<file path="config.mk">
export PLATFORM = sky130hd
export DESIGN_NAME = ae16_front
export DESIGN_NICKNAME = d
export VERILOG_FILES = /design/src/hdl/ae16_pkg.sv /design/src/hdl/ae16_front.sv
export SDC_FILE = /design/constraint.sdc
export NUM_CORES = 1
export LEC_CHECK = 0
export ABC_AREA = 1
export BUFFER_PORTS_ARGS = -buffer_cell sky130_fd_sc_hd__buf_2
export CORE_UTILIZATION = 60
export DETAILED_ROUTE_END_ITERATION = 8
export GPL_ROUTABILITY_DRIVEN = 0
export PLACE_DENSITY_LB_ADDON = 0.08
export SETUP_SLACK_MARGIN = 0.1
export SYNTH_ARGS = -nofsm -noshare
export SYNTH_HDL_FRONTEND = slang
export SYNTH_SLANG_ARGS = --single-unit
</file>
<file path="constraint.sdc">
create_clock -name clk -period 5.1 [get_ports clk]
set_clock_uncertainty 0.2 [all_clocks]
set_input_delay 1.02 -clock clk [delete_from_list [all_inputs] [get_ports clk]]
set_output_delay 1.02 -clock clk [all_outputs]
set_load 0.01 [all_outputs]
</file>
<file path="src/hdl/ae16_pkg.sv">
// Shared types and constants for the 16-bit static-model arithmetic encoder.
package ae16_pkg;

    // Field widths of the stream items
    localparam int IDX_W       = 10;
    localparam int TOT_W       = 14;
    localparam int SYM_W       = 10;
    localparam int CODE_W      = 16;
    localparam int FOLLOW_W    = 17;
    localparam int RANGE_W     = 17;
    localparam int PROD_W      = RANGE_W + TOT_W;
    localparam int IN_TDATA_W  = 40;
    localparam int OUT_TDATA_W = 24;

    // Depth of the command queue between the front and back parts
    localparam int QUEUE_DEPTH = 4;

    // Interval constants of the coding scheme
    localparam logic [CODE_W-1:0]  HIGH_INIT  = 16'hFFFF;
    localparam logic [CODE_W-1:0]  PEND_MAX   = 16'hFFFF;
    localparam logic [RANGE_W-1:0] RANGE_FULL = 17'h10000;

    // Request kinds carried in tuser
    typedef enum logic [1:0] {
        REQ_LOAD   = 2'd0,
        REQ_INIT   = 2'd1,
        REQ_ENCODE = 2'd2,
        REQ_FLUSH  = 2'd3
    } req_kind_t;

    // One classified command passed from the front part to the back part
    typedef struct packed {
        req_kind_t         kind;
        logic [IDX_W-1:0]  table_index;
        logic [TOT_W-1:0]  total_value;
        logic [SYM_W-1:0]  symbol;
    } ae16_cmd_t;

endpackage

</file>
<file path="src/hdl/ae16_front.sv">
// Front part: accepts input transactions, drops requests with no effect and queues the rest.
module ae16_front #(
    parameter int TABLE_DEPTH = 1024
) (
    input  logic                              clk,
    input  logic                              rst_n,
    input  logic [ae16_pkg::SYM_W-1:0]        max_symbol,
    input  logic                              s_axis_tvalid,
    output logic                              s_axis_tready,
    // tdata fields from bit 0: table_index[9:0], total_value[13:0], symbol[9:0], zero pad
    input  logic [ae16_pkg::IN_TDATA_W-1:0]   s_axis_tdata,
    // tuser fields from bit 0: req_type[1:0]
    input  logic [1:0]                        s_axis_tuser,
    output logic                              cmd_valid,
    input  logic                              cmd_ready,
    output ae16_pkg::ae16_cmd_t               cmd
);
    import ae16_pkg::*;

    localparam int PTR_W = $clog2(QUEUE_DEPTH);
    localparam int CNT_W = $clog2(QUEUE_DEPTH + 1);
    localparam int CMP_W = 15;

    ae16_cmd_t          in_cmd;
    logic               keep;
    logic               push;
    logic               pop;
    ae16_cmd_t          queue_mem [QUEUE_DEPTH];
    logic [PTR_W-1:0]   wr_ptr_reg, wr_ptr_next;
    logic [PTR_W-1:0]   rd_ptr_reg, rd_ptr_next;
    logic [CNT_W-1:0]   count_reg, count_next;

    // Unpack the incoming transaction
    always_comb
    begin
        in_cmd.kind        = req_kind_t'(s_axis_tuser);
        in_cmd.table_index = s_axis_tdata[9:0];
        in_cmd.total_value = s_axis_tdata[23:10];
        in_cmd.symbol      = s_axis_tdata[33:24];
    end

    // Loads outside the table and symbols beyond the end-of-stream code are dropped here.
    always_comb
    begin
        case (in_cmd.kind)
            REQ_LOAD:   keep = {{(CMP_W-IDX_W){1'b0}}, in_cmd.table_index} < CMP_W'(TABLE_DEPTH);
            REQ_ENCODE: keep = {1'b0, in_cmd.symbol} <= ({1'b0, max_symbol} + 11'd1);
            default:    keep = 1'b1;
        endcase
    end

    assign s_axis_tready = count_reg != CNT_W'(QUEUE_DEPTH);
    assign push          = s_axis_tvalid && s_axis_tready && keep;
    assign cmd_valid     = count_reg != '0;
    assign pop           = cmd_valid && cmd_ready;
    assign cmd           = queue_mem[rd_ptr_reg];

    // Queue pointers and fill level
    always_comb
    begin
        wr_ptr_next = push ? PTR_W'(wr_ptr_reg + 1'b1) : wr_ptr_reg;
        rd_ptr_next = pop ? PTR_W'(rd_ptr_reg + 1'b1) : rd_ptr_reg;
        count_next  = count_reg;
        if (push && !pop)
        begin
            count_next = count_reg + 1'b1;
        end
        else if (pop && !push)
        begin
            count_next = count_reg - 1'b1;
        end
    end

    always_ff @(posedge clk or negedge rst_n)
    begin
        if (!rst_n)
        begin
            wr_ptr_reg <= '0;
            rd_ptr_reg <= '0;
            count_reg  <= '0;
        end
        else
        begin
            wr_ptr_reg <= wr_ptr_next;
            rd_ptr_reg <= rd_ptr_next;
            count_reg  <= count_next;
        end
    end

    // Queue storage
    always_ff @(posedge clk)
    begin
        if (push)
        begin
            queue_mem[wr_ptr_reg] <= in_cmd;
        end
    end

endmodule

</file>
==> metrics.cfg <==
[status]
outcome = finished, final reports clean

[sta]
max_freq_mhz = 273.0
setup_slack_ps = 1438
timing_hold_violations_final = 0
slew_violations = 0
setup_violations = 0
period_share_pct = 71.81
worstMarginPinSlew_ps = 1206
slew_headroom_pct = 19.61
min_period_ps = 3662
tns_ps = 0
holdWs_ps = 120.5
rsz0062_at_grt = no

[clocking]
root_buffer = clkbuf_8
cts_buffers = 17
holdBufCountCts = 0
cts_resized = 0
cts_buffer_depth = 2
post_cts_buffers = 0
clk_pin_slew_ps = 60
tritoncts = yes
clock_latency_ps = 520
cts_sinks = 151
htreeDepth = 4

[worst_setup_path]
timing.rr.end = count_reg[2]$_DFFE_PN0P_
reg2reg_from = count_reg[0]$_DFFE_PN0P_
rrSetupSlack_ps = 2810
worst-endpoint-required_ps = 3880
critical_path_peak_fanout = 36
cp.arrival_ps = 2440
setup.worst_path.end_class = output port
path_class = flip-flop to output port
reg2reg_depth = 12
critPathLaunchType = flip-flop

[logic_synthesis]
ys_ff_latch = 151
syn_avg_cell_area_um2 = 13.11
syn_area_um2 = 6147
synth_nets = 542
ys_seq_area_share_pct = 73.19
ys_top_cells_by_area = edfxtp_1 (70%), o21ai_0 (5.4%), nor2_1 (5.2%)
synthCells = 469
synth.distinct_cells = 22
yosys.area.top_type = edfxtp_1
yosysWarnings = 0
synth_top_cell_area_share_pct = 70.34

[place]
hpwl_mm = 6.914
io_buffers = 87
placed_area_um2 = 6761
place_inst = 674
pre_cts_slack_ps = 896.2

[floorplan]
placementRows = 36
die_area_um2 = 10650
io_pins = 94
start_util_pct = 62.32
die_w_um = 103.2
die_h_um = 103.2
coreArea_um2 = 9864

[drt]
wl_per_cell_um = 17.14
antenna_left = 0
dr.pass1.iters = 4
route.detailed.drc = 0
via_per_inst = 5.576
routed_wl_mm = 12.10
detail_route.iter0.violations = 145
vias = 3937

[global_route]
grt_antenna_before_repair = 0
grt_overflow = 0
grt_pass1_wl_mm = 18.06
grt_max_degree = 74
grt_pass1_vias = 3792
grt.total_usage_pct = 23.70

[final_layout]
layout.nets = 633
multiInputGateArea_um2 = 1488
fillCellCount = 641
largest_reg_flops = 144
num_antenna_cells = 0
final_cell_mix = edfxtp_1 (144), buf_2 (87), nor2_1 (81)
syn2layout_area_growth_pct = 18.46
drive_gt1_share_pct = 23.56
final_common_cell = edfxtp_1
layout.cells.non_filler = 706
seqCellArea_um2 = 4501
final_core_util_pct = 73.82
final_cell_area_um2 = 7282

[power]
p_total_mw = 4.131
ir_drop_mv = 0.3521
power_density_nw_per_um2 = 567.3
p_leak_nw = 2.689

[worst_hold_path]
hold_class = primary input to async pin

[run]
max_cap_violations = 0

## layer usage
metal / up-vias / global-route usage, % / share of wire [%]
met3: 10 / 7.191 / 5.0
met2: 114 / 40.10 / 52
li1: 1899 / - / -
met1: 1914 / 28.88 / 42
met4: 0 / 9.101 / 0.76
met5: - / 0 / 0
## power by group
part	internal (mW)	leakage, nW	switching, mW
clock	0.597	0.240	0.493
sequential	1.61	1.40	0.0630
combinational	0.452	1.05	0.912
total	2.66	2.69	1.47
## critical path, stage by stage (launching register included)
cell and delay (ps):
dfrtp_1 390, inv_1 870, o21ai_0 240, o22ai_1 240
buf_2 170
## cell families after synthesis
group	share of synthesized area, %
and+or+nand+nor	8.467
xor gates and xnor gates	1.567
AOI/OAI and AO/OA	10.10
buffers and inverters	3.094
adders and majority gates	3.582
DFF	73.19
## worst max-delay path by stage
stage / slack [ps] / start / endpoint / cells past startpoint
after floorplan: 530 / max_symbol[1] / queue_mem[0][0]$_DFFE_PP_ / 14
after global placement: 980 / max_symbol[2] / queue_mem[2][7]$_DFFE_PP_ / 16
after detailed placement: 900 / max_symbol[2] / queue_mem[2][7]$_DFFE_PP_ / 16
after CTS: 1440 / rd_ptr_reg[1]$_DFFE_PN0P_ / cmd[34] / 4
after global routing: 1150 / max_symbol[2] / count_reg[2]$_DFFE_PN0P_ / 21
final: 1440 / rd_ptr_reg[1]$_DFFE_PN0P_ / cmd[21] / 4
## area by class of cell
type | instances | share of cell area, %
sequential | 151 | 61.80
multi-input combinational | 271 | 20.43
timing repair buffer | 94 | 7.045
clock buffer | 17 | 5.687
tap | 133 | 2.285
clock inverter | 15 | 1.460
inverter | 25 | 1.289
## synth_stat cells
| cell type | n |
|---|---|
| clkbuf_1 | 13 |
| buf_4 | 1 |
| nand3b_1 | 2 |
| nand2_2 | 2 |
| a21oi_1 | 6 |
| nor2_1 | 85 |
| inv_1 | 24 |
| o21ai_1 | 7 |
| nand2_1 | 25 |
| o21ai_0 | 66 |
| fa_1 | 1 |
| inv_2 | 1 |
| ha_1 | 16 |
| edfxtp_1 | 144 |
| buf_2 | 8 |
| o22ai_1 | 36 |
| xnor2_1 | 4 |
| nand2_4 | 1 |
| nand3_1 | 10 |
| xor2_1 | 7 |
| nor2_2 | 3 |
| dfrtp_1 | 7 |
Power figures use the tool's default switching activity.
